--- config.mk ---
export PLATFORM = sky130hd
export DESIGN_NAME = speech_segment_tracker_top
export DESIGN_NICKNAME = d
export VERILOG_FILES = /design/src/sv/sst_pkg.sv /design/src/sv/sst_core.sv /design/src/sv/speech_segment_tracker_top.sv
export VERILOG_INCLUDE_DIRS = /design/src /design/src/sv
export SDC_FILE = /design/constraint.sdc
export NUM_CORES = 1
export LEC_CHECK = 0
export BUFFER_PORTS_ARGS = -buffer_cell sky130_fd_sc_hd__buf_2
export CAP_MARGIN = 5
export CORE_AREA = 2 2 243 245
export DETAILED_ROUTE_END_ITERATION = 8
export DIE_AREA = 0 0 245 247
export GPL_ROUTABILITY_DRIVEN = 0
export MAX_ROUTING_LAYER = met4
export PLACE_DENSITY_LB_ADDON = 0.2
export SLEW_MARGIN = 20
export SYNTH_ARGS = -nofsm -noshare
export SYNTH_HDL_FRONTEND = slang
export SYNTH_SLANG_ARGS = --single-unit
--- constraint.sdc ---
create_clock -name aclk -period 27.3 [get_ports aclk]
set_clock_uncertainty 0.15 [all_clocks]
set_input_delay 2.73 -clock aclk [delete_from_list [all_inputs] [get_ports aclk]]
set_output_delay 2.73 -clock aclk [all_outputs]
set_load 0.005 [all_outputs]
--- src/sv/speech_segment_tracker_top_macros.svh ---
// Assertion macros for the speech segment tracker.
// Included by speech_segment_tracker_top; no other dependencies.
`ifndef SPEECH_SEGMENT_TRACKER_TOP_MACROS_SVH
`define SPEECH_SEGMENT_TRACKER_TOP_MACROS_SVH
`ifndef SYNTHESIS
// same-cycle implication, checked out of reset
`define SST_ASSERT_IMPLIES(label, clk, rstn, ante, cons, msg) \
    label: assert property (@(posedge clk) disable iff (!rstn) (ante) |-> (cons)) \
        else $error(msg);
// next-cycle implication, checked out of reset
`define SST_ASSERT_NEXT(label, clk, rstn, ante, cons, msg) \
    label: assert property (@(posedge clk) disable iff (!rstn) (ante) |=> (cons)) \
        else $error(msg);
`else
`define SST_ASSERT_IMPLIES(label, clk, rstn, ante, cons, msg)
`define SST_ASSERT_NEXT(label, clk, rstn, ante, cons, msg)
`endif
`endif

--- src/sv/sst_pkg.sv ---
// Package for the speech segment tracker: widths, register indexes,
// reset values, opcodes and shared types. No dependencies.
package sst_pkg;

    localparam int SST_COUNT_BITS  = 32;
    localparam int SST_PROB_BITS   = 16;
    localparam int PROB_FIELD_BITS = 16;
    localparam int LEN_BITS        = 32;
    localparam int WIN_BITS        = 13;
    localparam int CFG_IDX_BITS    = 3;
    localparam int CFG_DATA_BITS   = 32;

    localparam logic OP_WINDOW = 1'b0;
    localparam logic OP_EOS    = 1'b1;

    localparam logic [CFG_IDX_BITS-1:0] REG_THRESHOLD   = 3'd0;
    localparam logic [CFG_IDX_BITS-1:0] REG_HYST_OFFSET = 3'd1;
    localparam logic [CFG_IDX_BITS-1:0] REG_WINDOW      = 3'd2;
    localparam logic [CFG_IDX_BITS-1:0] REG_MIN_SPEECH  = 3'd3;
    localparam logic [CFG_IDX_BITS-1:0] REG_MIN_SILENCE = 3'd4;
    localparam logic [CFG_IDX_BITS-1:0] REG_MAX_SPEECH  = 3'd5;
    localparam logic [CFG_IDX_BITS-1:0] REG_SPLIT_SIL   = 3'd6;

    localparam int SPLIT_MS = 98;

    localparam logic [PROB_FIELD_BITS-1:0] THRESHOLD_RESET   = 16'd16384;
    localparam logic [PROB_FIELD_BITS-1:0] HYST_OFFSET_RESET = 16'd4915;
    localparam logic [WIN_BITS-1:0]        WINDOW_RESET      = 13'd512;
    localparam logic [LEN_BITS-1:0]        MIN_SPEECH_RESET  = 32'd4000;
    localparam logic [LEN_BITS-1:0]        MIN_SILENCE_RESET = 32'd1600;
    localparam logic [LEN_BITS-1:0]        MAX_SPEECH_RESET  = '1;
    localparam logic [LEN_BITS-1:0]        SPLIT_SIL_RESET   = LEN_BITS'(16 * SPLIT_MS);

    typedef struct packed {
        logic [PROB_FIELD_BITS-1:0] speech_threshold;
        logic [PROB_FIELD_BITS-1:0] hysteresis_offset;
        logic [WIN_BITS-1:0]        window_samples;
        logic [LEN_BITS-1:0]        min_speech_len;
        logic [LEN_BITS-1:0]        min_silence_len;
        logic [LEN_BITS-1:0]        max_speech_len;
        logic [LEN_BITS-1:0]        split_silence_len;
    } cfg_t;

    typedef struct packed {
        logic in_speech;
        logic start_known;
    } sst_status_t;

endpackage

--- src/sv/sst_core.sv ---
// Segment tracker state and per-item decision logic.
// Depends on sst_pkg.
module sst_core import sst_pkg::*; #(
    parameter int COUNT_BITS = SST_COUNT_BITS,
    parameter int PROB_BITS  = SST_PROB_BITS
) (
    input  logic                       aclk,
    input  logic                       aresetn,
    input  logic                       step,
    input  logic                       opcode,
    input  logic [PROB_FIELD_BITS-1:0] win_prob,
    input  logic [LEN_BITS-1:0]        stream_length,
    input  cfg_t                       cfg,
    output logic                       emit,
    output logic [LEN_BITS-1:0]        seg_start,
    output logic [LEN_BITS-1:0]        seg_end,
    output sst_status_t                status
);

    localparam int PW = (PROB_BITS < PROB_FIELD_BITS) ? PROB_BITS : PROB_FIELD_BITS;
    localparam int CW = (COUNT_BITS > LEN_BITS) ? COUNT_BITS : LEN_BITS;

    logic                  in_speech_reg, in_speech_next;
    logic                  start_known_reg, start_known_next;
    logic [COUNT_BITS-1:0] sample_pos_reg, sample_pos_next;
    logic [COUNT_BITS-1:0] silence_begin_reg, silence_begin_next;
    logic [COUNT_BITS-1:0] last_split_end_reg, last_split_end_next;
    logic [COUNT_BITS-1:0] resume_start_reg, resume_start_next;
    logic [COUNT_BITS-1:0] open_start_reg, open_start_next;

    logic [COUNT_BITS-1:0] pos_n, span, sb, quiet, seg_len;
    logic [PW-1:0]         prob_m, thr_m, off_m;
    logic signed [PW+1:0]  low_s, prob_s;
    logic                  is_speech, above_low, too_long, split_ok, close_ok, resume;

    assign pos_n     = sample_pos_reg + COUNT_BITS'(cfg.window_samples);
    assign prob_m    = PW'(win_prob);
    assign thr_m     = PW'(cfg.speech_threshold);
    assign off_m     = PW'(cfg.hysteresis_offset);
    assign low_s     = $signed({2'b00, thr_m}) - $signed({2'b00, off_m});
    assign prob_s    = $signed({2'b00, prob_m});
    assign is_speech = prob_m >= thr_m;
    assign above_low = prob_s >= low_s;
    assign span      = pos_n - open_start_reg;
    assign too_long  = in_speech_reg && (CW'(span) > CW'(cfg.max_speech_len));
    assign sb        = (silence_begin_reg == '0) ? pos_n : silence_begin_reg;
    assign quiet     = pos_n - sb;
    assign seg_len   = sb - open_start_reg;
    assign split_ok  = CW'(quiet) > CW'(cfg.split_silence_len);
    assign close_ok  = (CW'(quiet) >= CW'(cfg.min_silence_len))
                    && (CW'(seg_len) > CW'(cfg.min_speech_len));
    assign resume    = !(resume_start_reg < last_split_end_reg);

    always_comb begin
        in_speech_next      = in_speech_reg;
        start_known_next    = start_known_reg;
        sample_pos_next     = sample_pos_reg;
        silence_begin_next  = silence_begin_reg;
        last_split_end_next = last_split_end_reg;
        resume_start_next   = resume_start_reg;
        open_start_next     = open_start_reg;
        emit                = 1'b0;
        seg_start           = LEN_BITS'(open_start_reg);
        seg_end             = LEN_BITS'(last_split_end_reg);
        if (opcode == OP_EOS) begin
            emit                = start_known_reg;
            seg_end             = stream_length;
            in_speech_next      = 1'b0;
            start_known_next    = 1'b0;
            sample_pos_next     = '0;
            silence_begin_next  = '0;
            last_split_end_next = '0;
            resume_start_next   = '0;
            open_start_next     = '0;
        end else begin
            sample_pos_next = pos_n;
            if (is_speech) begin
                if (silence_begin_reg != '0) begin
                    silence_begin_next = '0;
                    if (resume_start_reg < last_split_end_reg) begin
                        resume_start_next = sample_pos_reg;
                    end
                end
                if (!in_speech_reg) begin
                    in_speech_next   = 1'b1;
                    open_start_next  = sample_pos_reg;
                    start_known_next = 1'b1;
                end
            end else if (too_long) begin
                emit                = 1'b1;
                in_speech_next      = 1'b0;
                start_known_next    = 1'b0;
                open_start_next     = '0;
                last_split_end_next = '0;
                resume_start_next   = '0;
                silence_begin_next  = '0;
                if (last_split_end_reg != '0) begin
                    if (resume) begin
                        in_speech_next   = 1'b1;
                        open_start_next  = resume_start_reg;
                        start_known_next = 1'b1;
                    end
                end else begin
                    seg_end = LEN_BITS'(pos_n);
                end
            end else if (!above_low && in_speech_reg) begin
                silence_begin_next = sb;
                if (split_ok) begin
                    last_split_end_next = sb;
                end
                if (close_ok) begin
                    emit                = 1'b1;
                    seg_end             = LEN_BITS'(sb);
                    in_speech_next      = 1'b0;
                    start_known_next    = 1'b0;
                    open_start_next     = '0;
                    last_split_end_next = '0;
                    resume_start_next   = '0;
                    silence_begin_next  = '0;
                end
            end
        end
    end

    always_ff @(posedge aclk) begin
        if (!aresetn) begin
            in_speech_reg      <= 1'b0;
            start_known_reg    <= 1'b0;
            sample_pos_reg     <= '0;
            silence_begin_reg  <= '0;
            last_split_end_reg <= '0;
            resume_start_reg   <= '0;
            open_start_reg     <= '0;
        end else if (step) begin
            in_speech_reg      <= in_speech_next;
            start_known_reg    <= start_known_next;
            sample_pos_reg     <= sample_pos_next;
            silence_begin_reg  <= silence_begin_next;
            last_split_end_reg <= last_split_end_next;
            resume_start_reg   <= resume_start_next;
            open_start_reg     <= open_start_next;
        end
    end

    assign status.in_speech   = in_speech_reg;
    assign status.start_known = start_known_reg;

endmodule

--- src/sv/speech_segment_tracker_top.sv ---
// Top level of the speech segment tracker: ports, config registers,
// input and result registers. Depends on sst_pkg, sst_core and the macros header.
//
//  channel | ports            | carries
//  --------+------------------+-------------------------------------------
//  input   | s_valid/s_ready  | opcode, win_prob, stream_length
//  result  | m_valid/m_ready  | segment_start, segment_end (0 or 1 per beat)
//  config  | cfg_valid/ready  | cfg_index, cfg_data (always ready)
//
// From input beat to result: input register, then the tracker
// logic writes state and the result register in one step.
// One beat per cycle sustained; the only stall is a held result register.
// Reset (aresetn low, synchronous) clears tracker state and restores
// register defaults. No clearing pass.
`include "speech_segment_tracker_top_macros.svh"
module speech_segment_tracker_top import sst_pkg::*; #(
    parameter int COUNT_BITS = SST_COUNT_BITS,
    parameter int PROB_BITS  = SST_PROB_BITS
) (
    input  logic                       aclk,
    input  logic                       aresetn,
    input  logic                       s_valid,
    output logic                       s_ready,
    input  logic                       s_opcode,
    input  logic [PROB_FIELD_BITS-1:0] s_win_prob,
    input  logic [LEN_BITS-1:0]        s_stream_length,
    output logic                       m_valid,
    input  logic                       m_ready,
    output logic [LEN_BITS-1:0]        m_segment_start,
    output logic [LEN_BITS-1:0]        m_segment_end,
    input  logic                       cfg_valid,
    output logic                       cfg_ready,
    input  logic [CFG_IDX_BITS-1:0]    cfg_index,
    input  logic [CFG_DATA_BITS-1:0]   cfg_data
);

    cfg_t                       cfg_reg;
    logic                       in_valid_reg, in_valid_next;
    logic                       in_opcode_reg;
    logic [PROB_FIELD_BITS-1:0] in_prob_reg;
    logic [LEN_BITS-1:0]        in_len_reg;
    logic                       m_valid_reg, m_valid_next;
    logic [LEN_BITS-1:0]        m_start_reg, m_end_reg;
    logic                       item_adv, s_beat;
    logic                       core_emit;
    logic [LEN_BITS-1:0]        core_start, core_end;
    sst_status_t                core_status;

    assign item_adv  = in_valid_reg && (!m_valid_reg || m_ready);
    assign s_ready   = !in_valid_reg || item_adv;
    assign s_beat    = s_valid && s_ready;
    assign cfg_ready = 1'b1;

    always_comb begin
        in_valid_next = in_valid_reg;
        if (s_beat) begin
            in_valid_next = 1'b1;
        end else if (item_adv) begin
            in_valid_next = 1'b0;
        end
        m_valid_next = m_valid_reg;
        if (item_adv) begin
            m_valid_next = core_emit;
        end else if (m_ready) begin
            m_valid_next = 1'b0;
        end
    end

    always_ff @(posedge aclk) begin
        if (!aresetn) begin
            in_valid_reg <= 1'b0;
            m_valid_reg  <= 1'b0;
        end else begin
            in_valid_reg <= in_valid_next;
            m_valid_reg  <= m_valid_next;
        end
    end

    always_ff @(posedge aclk) begin
        if (s_beat) begin
            in_opcode_reg <= s_opcode;
            in_prob_reg   <= s_win_prob;
            in_len_reg    <= s_stream_length;
        end
        if (item_adv && core_emit) begin
            m_start_reg <= core_start;
            m_end_reg   <= core_end;
        end
    end

    always_ff @(posedge aclk) begin
        if (!aresetn) begin
            cfg_reg.speech_threshold  <= THRESHOLD_RESET;
            cfg_reg.hysteresis_offset <= HYST_OFFSET_RESET;
            cfg_reg.window_samples    <= WINDOW_RESET;
            cfg_reg.min_speech_len    <= MIN_SPEECH_RESET;
            cfg_reg.min_silence_len   <= MIN_SILENCE_RESET;
            cfg_reg.max_speech_len    <= MAX_SPEECH_RESET;
            cfg_reg.split_silence_len <= SPLIT_SIL_RESET;
        end else if (cfg_valid) begin
            case (cfg_index)
                REG_THRESHOLD: begin
                    cfg_reg.speech_threshold <= cfg_data[PROB_FIELD_BITS-1:0];
                end
                REG_HYST_OFFSET: begin
                    cfg_reg.hysteresis_offset <= cfg_data[PROB_FIELD_BITS-1:0];
                end
                REG_WINDOW: begin
                    cfg_reg.window_samples <= cfg_data[WIN_BITS-1:0];
                end
                REG_MIN_SPEECH: begin
                    cfg_reg.min_speech_len <= cfg_data[LEN_BITS-1:0];
                end
                REG_MIN_SILENCE: begin
                    cfg_reg.min_silence_len <= cfg_data[LEN_BITS-1:0];
                end
                REG_MAX_SPEECH: begin
                    cfg_reg.max_speech_len <= cfg_data[LEN_BITS-1:0];
                end
                REG_SPLIT_SIL: begin
                    cfg_reg.split_silence_len <= cfg_data[LEN_BITS-1:0];
                end
                default: begin
                end
            endcase
        end
    end

    sst_core #(
        .COUNT_BITS (COUNT_BITS),
        .PROB_BITS  (PROB_BITS)
    ) u_core (
        .aclk          (aclk),
        .aresetn       (aresetn),
        .step          (item_adv),
        .opcode        (in_opcode_reg),
        .win_prob      (in_prob_reg),
        .stream_length (in_len_reg),
        .cfg           (cfg_reg),
        .emit          (core_emit),
        .seg_start     (core_start),
        .seg_end       (core_end),
        .status        (core_status)
    );

    assign m_valid         = m_valid_reg;
    assign m_segment_start = m_start_reg;
    assign m_segment_end   = m_end_reg;

    `SST_ASSERT_IMPLIES(a_speech_has_start, aclk, aresetn, core_status.in_speech, core_status.start_known, "in speech without a start")
    `SST_ASSERT_NEXT(a_eos_clears, aclk, aresetn, item_adv && (in_opcode_reg == OP_EOS), !core_status.in_speech && !core_status.start_known, "end of stream left a segment open")
    `SST_ASSERT_NEXT(a_stall_holds_item, aclk, aresetn, in_valid_reg && !item_adv, in_valid_reg, "pending beat dropped")
    `SST_ASSERT_NEXT(a_result_source, aclk, aresetn, !m_valid_reg, !m_valid_reg || $past(item_adv && core_emit), "result without an emitting beat")

endmodule
======== After elaboration in Yosys (flattened, before gate mapping) ========
Index checks and enable logic that the tools add are counted.
storage, ports and cells
  output and inout port bits .............. 67
  register bits ........................... 450
operators by class
  eq/ne operators ......................... 10
  magnitude comparators ................... 7
  $add $sub $neg .......................... 5
  reductions and logical operators ........ 33
  mux-type cells .......................... 52
operators with widths
  cell                                           number
  two-way mux 32 bit                             33
  greater-than comparator 32 bit                 3
  subtractor 32 bit                              3
  nonzero test 32 bit                            2
  adder 32 x 13 -> 32 bit                        1
  greater-or-equal comparator 32 bit             1
  zero test 32 bit                               1
  < comparator 32 bit                            1
  two-way mux 1 bit                              19
  greater-or-equal comparator 17 x 18 -> 1 bit   1
  subtractor 16 x 16 -> 17 bit                   1
  greater-or-equal comparator 16 bit             1
  AND reduction 2 bit                            7
  nonzero test 4 bit                             3
  == test 3 bit, second input constant           3
  != test 3 bit, second input constant           3
  AND reduction 4 bit                            2
  == test 3 x 2 -> 1 bit, second input constant  2
  logical AND 1 bit                              6
  AND reduction 3 bit                            2
  AND reduction 5 bit                            1
  nonzero test 2 bit                             2
  == test 3 x 1 -> 1 bit, second input constant  1
  zero test 1 bit                                3
  4 further kinds                                5

======== Logic depth before layout (Yosys ltp) ========
  depth in word-level cells ............... 11
  depth in mapped cells ................... 37

======== Cells and area by module ========
A second synthesis with hierarchy kept.
second synthesis, totals
  cell total of the unflattened synthesis .. 3,193
  area total of the unflattened synthesis .. 28,668.7 um^2
modules (own cells, without submodules)
  module                      cells each  area each (um^2)  instances
  sst_core                    2,425       18,487.7          1
  speech_segment_tracker_top  768         10,181.0          1

======== Worst setup path after synthesis ========
OpenSTA, ideal clock, no wires.
  path kind ............................... register to register
  from .................................... register u_core.silence_begin_reg[16]
  to ...................................... register m_end_reg[0] (netlist: m_segment_end[0]), enable pin
  cell stages (with the launch flop) ...... 33
  setup slack ............................. 18,717 ps
  buffers on the path ..................... 4
  clock period less this slack ............ 8,583 ps
  data arrival time ....................... 8,015 ps
  path through ............................ dfxtp_1 -> clkbuf_1 -> nor4_1 -> nand4_1 -> nor2_1 -> clkbuf_1 -> buf_1 -> a21oi_1 -> inv_1 -> ha_1 -> nor2b_1 -> o21a_1 -> o21ai_0 -> a21oi_1 -> nor3_1 -> nor3_1 -> o21ai_0 -> nand4b_1 -> o21ai_0 -> o41ai_1 -> o21ai_0 -> xnor2_1 -> ha_1 -> nand4_1 -> nor4_1 -> nand2_1 -> a211o_1 -> a31o_2 -> a31o_2 -> o21ai_1 -> clkbuf_1 -> a32oi_1 -> inv_1
on the way
  longest elaborated chain between the ends .. 11
  elaborated cells on any way between the ends .. 13
  classes of those cells .................. add/sub (2); order compare (2); mux (6); reduce/logical (3)
ends and longest elaborated chain
  element                                                                                      line                              source
  start, declared                                                                              sst_core.sv:26                    logic [COUNT_BITS-1:0] silence_begin_reg, silence_begin_next;
  start signal, assigned                                                                       sst_core.sv:138                   silence_begin_reg <= silence_begin_next;
  zero test 32 bit                                                                             sst_core.sv:46                    assign sb = (silence_begin_reg == '0) ? pos_n : silence_begin_reg;
  two-way mux 32 bit *                                                                         sst_core.sv:46
  subtractor 32 bit (on tied branches)                                                         sst_core.sv:47, sst_core.sv:48
  greater-or-equal comparator 32 bit / greater-than comparator 32 bit (equally long branches)  sst_core.sv:50, sst_core.sv:51
  logical AND 1 bit *                                                                          sst_core.sv:51                    && (CW'(seg_len) > CW'(cfg.min_speech_len));
  two-way mux 1 bit *                                                                          sst_core.sv:111                   if (close_ok) begin
  two-way mux 1 bit *                                                                          sst_core.sv:106                   end else if (!above_low && in_speech_reg) begin
  two-way mux 1 bit *                                                                          sst_core.sv:89                    end else if (too_long) begin
  two-way mux 1 bit *                                                                          sst_core.sv:77                    if (is_speech) begin
  two-way mux 1 bit *                                                                          sst_core.sv:65                    if (opcode == OP_EOS) begin
  logical AND 1 bit *                                                                          speech_segment_tracker_top.sv:85  if (item_adv && core_emit) begin
  end signal, assigned                                                                         speech_segment_tracker_top.sv:87  m_end_reg <= core_end;
  end, declared                                                                                speech_segment_tracker_top.sv:43  logic [LEN_BITS-1:0] m_start_reg, m_end_reg;
Mark *: on every way between the ends. The rest lies on a longest branch, timed or not.
A chain may end at the register's enable or synchronous reset.

======== Worst setup path after layout ========
  from .................................... register u_core.sample_pos_reg[0]
  to ...................................... register u_core.silence_begin_reg[6]
on the way
  longest elaborated chain between the ends .. 10
  elaborated cells on any way between the ends .. 17
  classes of those cells .................. add/sub (4); order compare (3); mux (6); reduce/logical (4)
ends and longest elaborated chain
  element                                                                                      line                            source
  start, declared                                                                              sst_core.sv:25                  logic [COUNT_BITS-1:0] sample_pos_reg, sample_pos_next;
  start signal, assigned                                                                       sst_core.sv:137                 sample_pos_reg <= sample_pos_next;
  adder 32 x 13 -> 32 bit *                                                                    sst_core.sv:36                  assign pos_n = sample_pos_reg + COUNT_BITS'(cfg.window_samples);
  two-way mux 32 bit                                                                           sst_core.sv:46
  subtractor 32 bit (on tied branches)                                                         sst_core.sv:47, sst_core.sv:48
  greater-or-equal comparator 32 bit / greater-than comparator 32 bit (equally long branches)  sst_core.sv:50, sst_core.sv:51
  logical AND 1 bit                                                                            sst_core.sv:51
  two-way mux 32 bit                                                                           sst_core.sv:111
  two-way mux 32 bit                                                                           sst_core.sv:106
  two-way mux 32 bit                                                                           sst_core.sv:89
  two-way mux 32 bit                                                                           sst_core.sv:77
  two-way mux 32 bit                                                                           sst_core.sv:65
Mark *: on every way between the ends. The rest lies on a longest branch, timed or not. The select of a mux whose other input is x is not followed.

==> results by stage <==
Clocking:
- The root buffer cell chosen for the clock tree is clkbuf_16.
- After clock tree synthesis, the clock-pin slew on the worst setup and hold paths is 0.06 ns.
- The largest buffer count on any clock path is 3.
- The H-tree generated during clock tree synthesis spans 2 levels.
- TritonCTS built the clock tree.
- The number of setup buffers added after CTS is 0.
- The number of gates resized after CTS is 0.
- The insertion delay of the later-clocked pin in the worst-skew pair is 0.63 ns.
- Clock tree synthesis found a total of 450 sinks.
- The CTS buffer count is 51.
- The number of hold-repair buffers added at the cts stage is 0.

Die:
- The number of core rows is 89.
- The number of primary I/O pins is 156.
- The die is 247 um tall.
- The die boundary width is 245 um.
- The total die area is 0.06052 mm2.
- After floorplanning, the core was sized to cover 0.05824 mm2.
- The initial cell density of the core is 49.28%.

STA:
- The count of endpoints failing hold in the final timing report came to 0.
- The fmax is 0.1003 GHz.
- The shortest clock period the worst path allows after layout is 9.967 ns.
- At the pin with the least slew margin, the transition time is 1.146 ns.
- Setup repair after global routing left no endpoint under its margin.
- The final max-slew violation count is 0.
- The smallest setup slack after layout is 17.33 ns.
- The worst pin sits at a relative slew slack of 23.50%.
- The total negative setup slack is 0 ns.
- The final hold slack is 0.2962 ns.
- Setup violations remaining at the end of the flow were counted as 0.
- The fraction of the cycle the final worst path needs is 36.51%.

Setup path:
- In this design, the critical path's most frequently occurring cell is a21o_1.
- For the worst flop-to-flop path, the logic depth is 34.
- The kind of end point of the critical path is a register.
- The critical path required time is 27.68 ns.
- For this run, the slowest stage of the critical path takes 0.59 ns.
- The largest fanout on the critical path is 33.
- Among all stages on the critical path, the largest delay is contributed by a211oi_1.
- The worst setup path is of the register to register kind.
- The arrival time reported for the critical path endpoint is 10.35 ns.
- The startpoint type of the worst setup path is a register.

Global route:
- The global router's overall resource usage is 29.49%.
- Summed over all layers, the global routing overflow is 0.
- The number of global-route vias before repair was 24240.
- The global-route wire length before repair is 136800 um.
- Entering global routing, the biggest net connects 101 pins.
- The initial antenna violation count is 2.

Synthesis:
- The sequential area share after synthesis is 35.33%.
- Counting every instance in the synthesized netlist gives 3368.
- For this run, the leading register cell type out of synthesis is dfxtp_1.
- The count of flip-flops with a built-in enable after synthesis is 113.
- The synthesized design spends more area on one cell type than any other, namely dfxtp_1.
- The mean area per synthesized cell is 8.522 um2.
- Sorting the synthesized cells by how often they occur yields 485 x nand2_1, 337 x dfxtp_1, 319 x inv_1.
- The netlist area before placement is 0.02870 mm2.
- The synthesized design devotes to its leading area cell type 23.51% of total area.
- The fraction of synthesis flops using an asynchronous set or reset pin is 0%.
- The most frequent cell after synthesis is nand2_1.
- Ranked by total cell area, the synthesized netlist is headed by dfxtp_1 24%, ha_1 13%, edfxtp_1 12%.
- Synthesis produced a netlist with a net count of 3767.
- Yosys printed 0 warnings.
- The post-synthesis sequential element count is 450.
- The count of different cell masters after synthesis is 95.

Drt:
- The routed wire length is 88570 um.
- The via count of the routed design is 25680.
- In this run the remaining antenna-violating nets after routing total 0.
- The average vias per placed instance is 6.027.
- The DRC violation count after routing is 0.
- For this block, the initial DRC count from the detailed router was 2462.
- Dividing the detail-routed wire length by the instance count gives 20.79 um.
- For this run, the detailed router's first-pass iteration total came to 6.

Final layout:
- The area growth from synthesis to final layout is 11.09%.
- The number of flip-flops in the largest register is 173.
- After the last flow step, the layout net total stands at 3842.
- Once layout is complete, the cells apart from fillers number 4261.
- The share of final-layout standard cells stronger than drive strength 1 is 9.925%.
- The filler cell count is 5298.

Place:
- The count of input and output buffers is 154.
- The instance count after placement with tap cells included is 4163.
- Detailed placement finished with a half-perimeter wire length of 66940 um.
- The worst slack at placement is 17.58 ns.

Power and ir drop:
- The power density over cell area is 57.16 mW/mm2.
- The leakage power figure is 13.59 nW.
- The worst IR drop on VDD is 0.04166 mV.
- After layout, the design draws a total of 1.823 mW.

Min path:
- The min-delay analysis places its worst path in the category register to register.
- Along the worst hold path, the cell count comes to 0.

Job:
- The tool flagged a number of max-cap violations equal to 0.

Outcome:
- The run finished with clean final reports.
==> critical path, delay by kind of cell (launching register included) <==
family	cells	cell delay, ns
flops	1	0.33
xor+xnor	2	0.92
buf+inv	4	1.16
fa+ha+maj	4	1.37
simple gates	6	1.04
compound gates	18	4.88
==> through the flow <==
stage | utilization [%] | cell area, um2
after floorplan | - | 28700
after global placement | 51.77 | 30150
after detailed placement | 51.80 | 30170
after CTS | 54.73 | 31880
after global routing | 54.75 | 31890
final | 54.75 | 31890
==> cells in the final DEF (no fill, tap or decap), types with 32 or more instances in the layout <==
| cell type | Yosys | layout |
|---|---|---|
| a211oi_1 | 48 | 46 |
| a21o_1 | 116 | 116 |
| a21oi_1 | 307 | 307 |
| a22oi_1 | 44 | 44 |
| buf_2 | 16 | 153 |
| clkbuf_16 | 0 | 52 |
| dfxtp_1 | 337 | 337 |
| edfxtp_1 | 113 | 113 |
| ha_1 | 305 | 305 |
| inv_1 | 319 | 318 |
| mux2i_1 | 67 | 67 |
| nand2_1 | 485 | 484 |
| nand2b_1 | 39 | 39 |
| nand3_1 | 78 | 76 |
| nand4_1 | 65 | 65 |
| nor2_1 | 144 | 139 |
| nor2b_1 | 33 | 33 |
| o211ai_1 | 64 | 64 |
| o21a_1 | 35 | 35 |
| o21ai_0 | 95 | 95 |
| o2bb2ai_1 | 32 | 32 |
| xnor2_1 | 88 | 88 |
==> worst paths after layout <==
check	start	slack, ns	end
worst min register to register	u_core.seg_start[2]$_SDFFE_PN0P_	0.30	m_segment_start[2]$_DFFE_PP_
worst max-delay path	u_core.sample_pos_reg[0]$_SDFFE_PN0P_	17.33	u_core.silence_begin_reg[6]$_SDFFE_PN0P_
worst min-delay path	u_core.seg_start[2]$_SDFFE_PN0P_	0.30	m_segment_start[2]$_DFFE_PP_
worst max register to register	u_core.sample_pos_reg[0]$_SDFFE_PN0P_	17.33	u_core.silence_begin_reg[6]$_SDFFE_PN0P_
==> layout make-up <==
cell class	instances	area, um2	share of cell area (%)
Tap cell	773	967.2	3.033
Clock buffer	76	1471	4.615
Timing Repair Buffer	183	991.0	3.108
Clock inverter	20	236.5	0.7416
Antenna cell	2	5.005	0.01570
Inverter	320	1206	3.783
Sequential cell	450	10140	31.80
Multi-Input combinational cell	2437	16870	52.90
==> power breakdown <==
part / switching, mW / leakage (nW) / total, mW / internal (mW)
clock: 0.287 / 0.830 / 0.698 / 0.411
sequential: 0.00997 / 3.78 / 0.709 / 0.699
combinational: 0.253 / 8.98 / 0.415 / 0.162
total: 0.550 / 13.6 / 1.82 / 1.27
==> layer usage <==
layer / global-route usage [%] / share of wire, %
met5: - / 0
met2: 45.00 / 44
met3: 3.733 / 7.9
met4: 8.895 / 2.9
met1: 40.80 / 45
==> cells by family (layout without fill, tap and decap cells) <==
kind of cell               count (synthesis)  count (layout)  synth area share [%]
and+or+nand+nor                          973             973                 15.54
AOI/OAI and AO/OA                        944             944                 22.15
buffers and inverters                    481             599                 6.373
DFF                                      450             450                 35.33
adders and majority gates                315             315                 13.82
xor gates and xnor gates                 119             119                 3.732
muxes                                     85              85                 3.043
other                                      1               3               0.01307
Power figures use the tool's default switching activity.
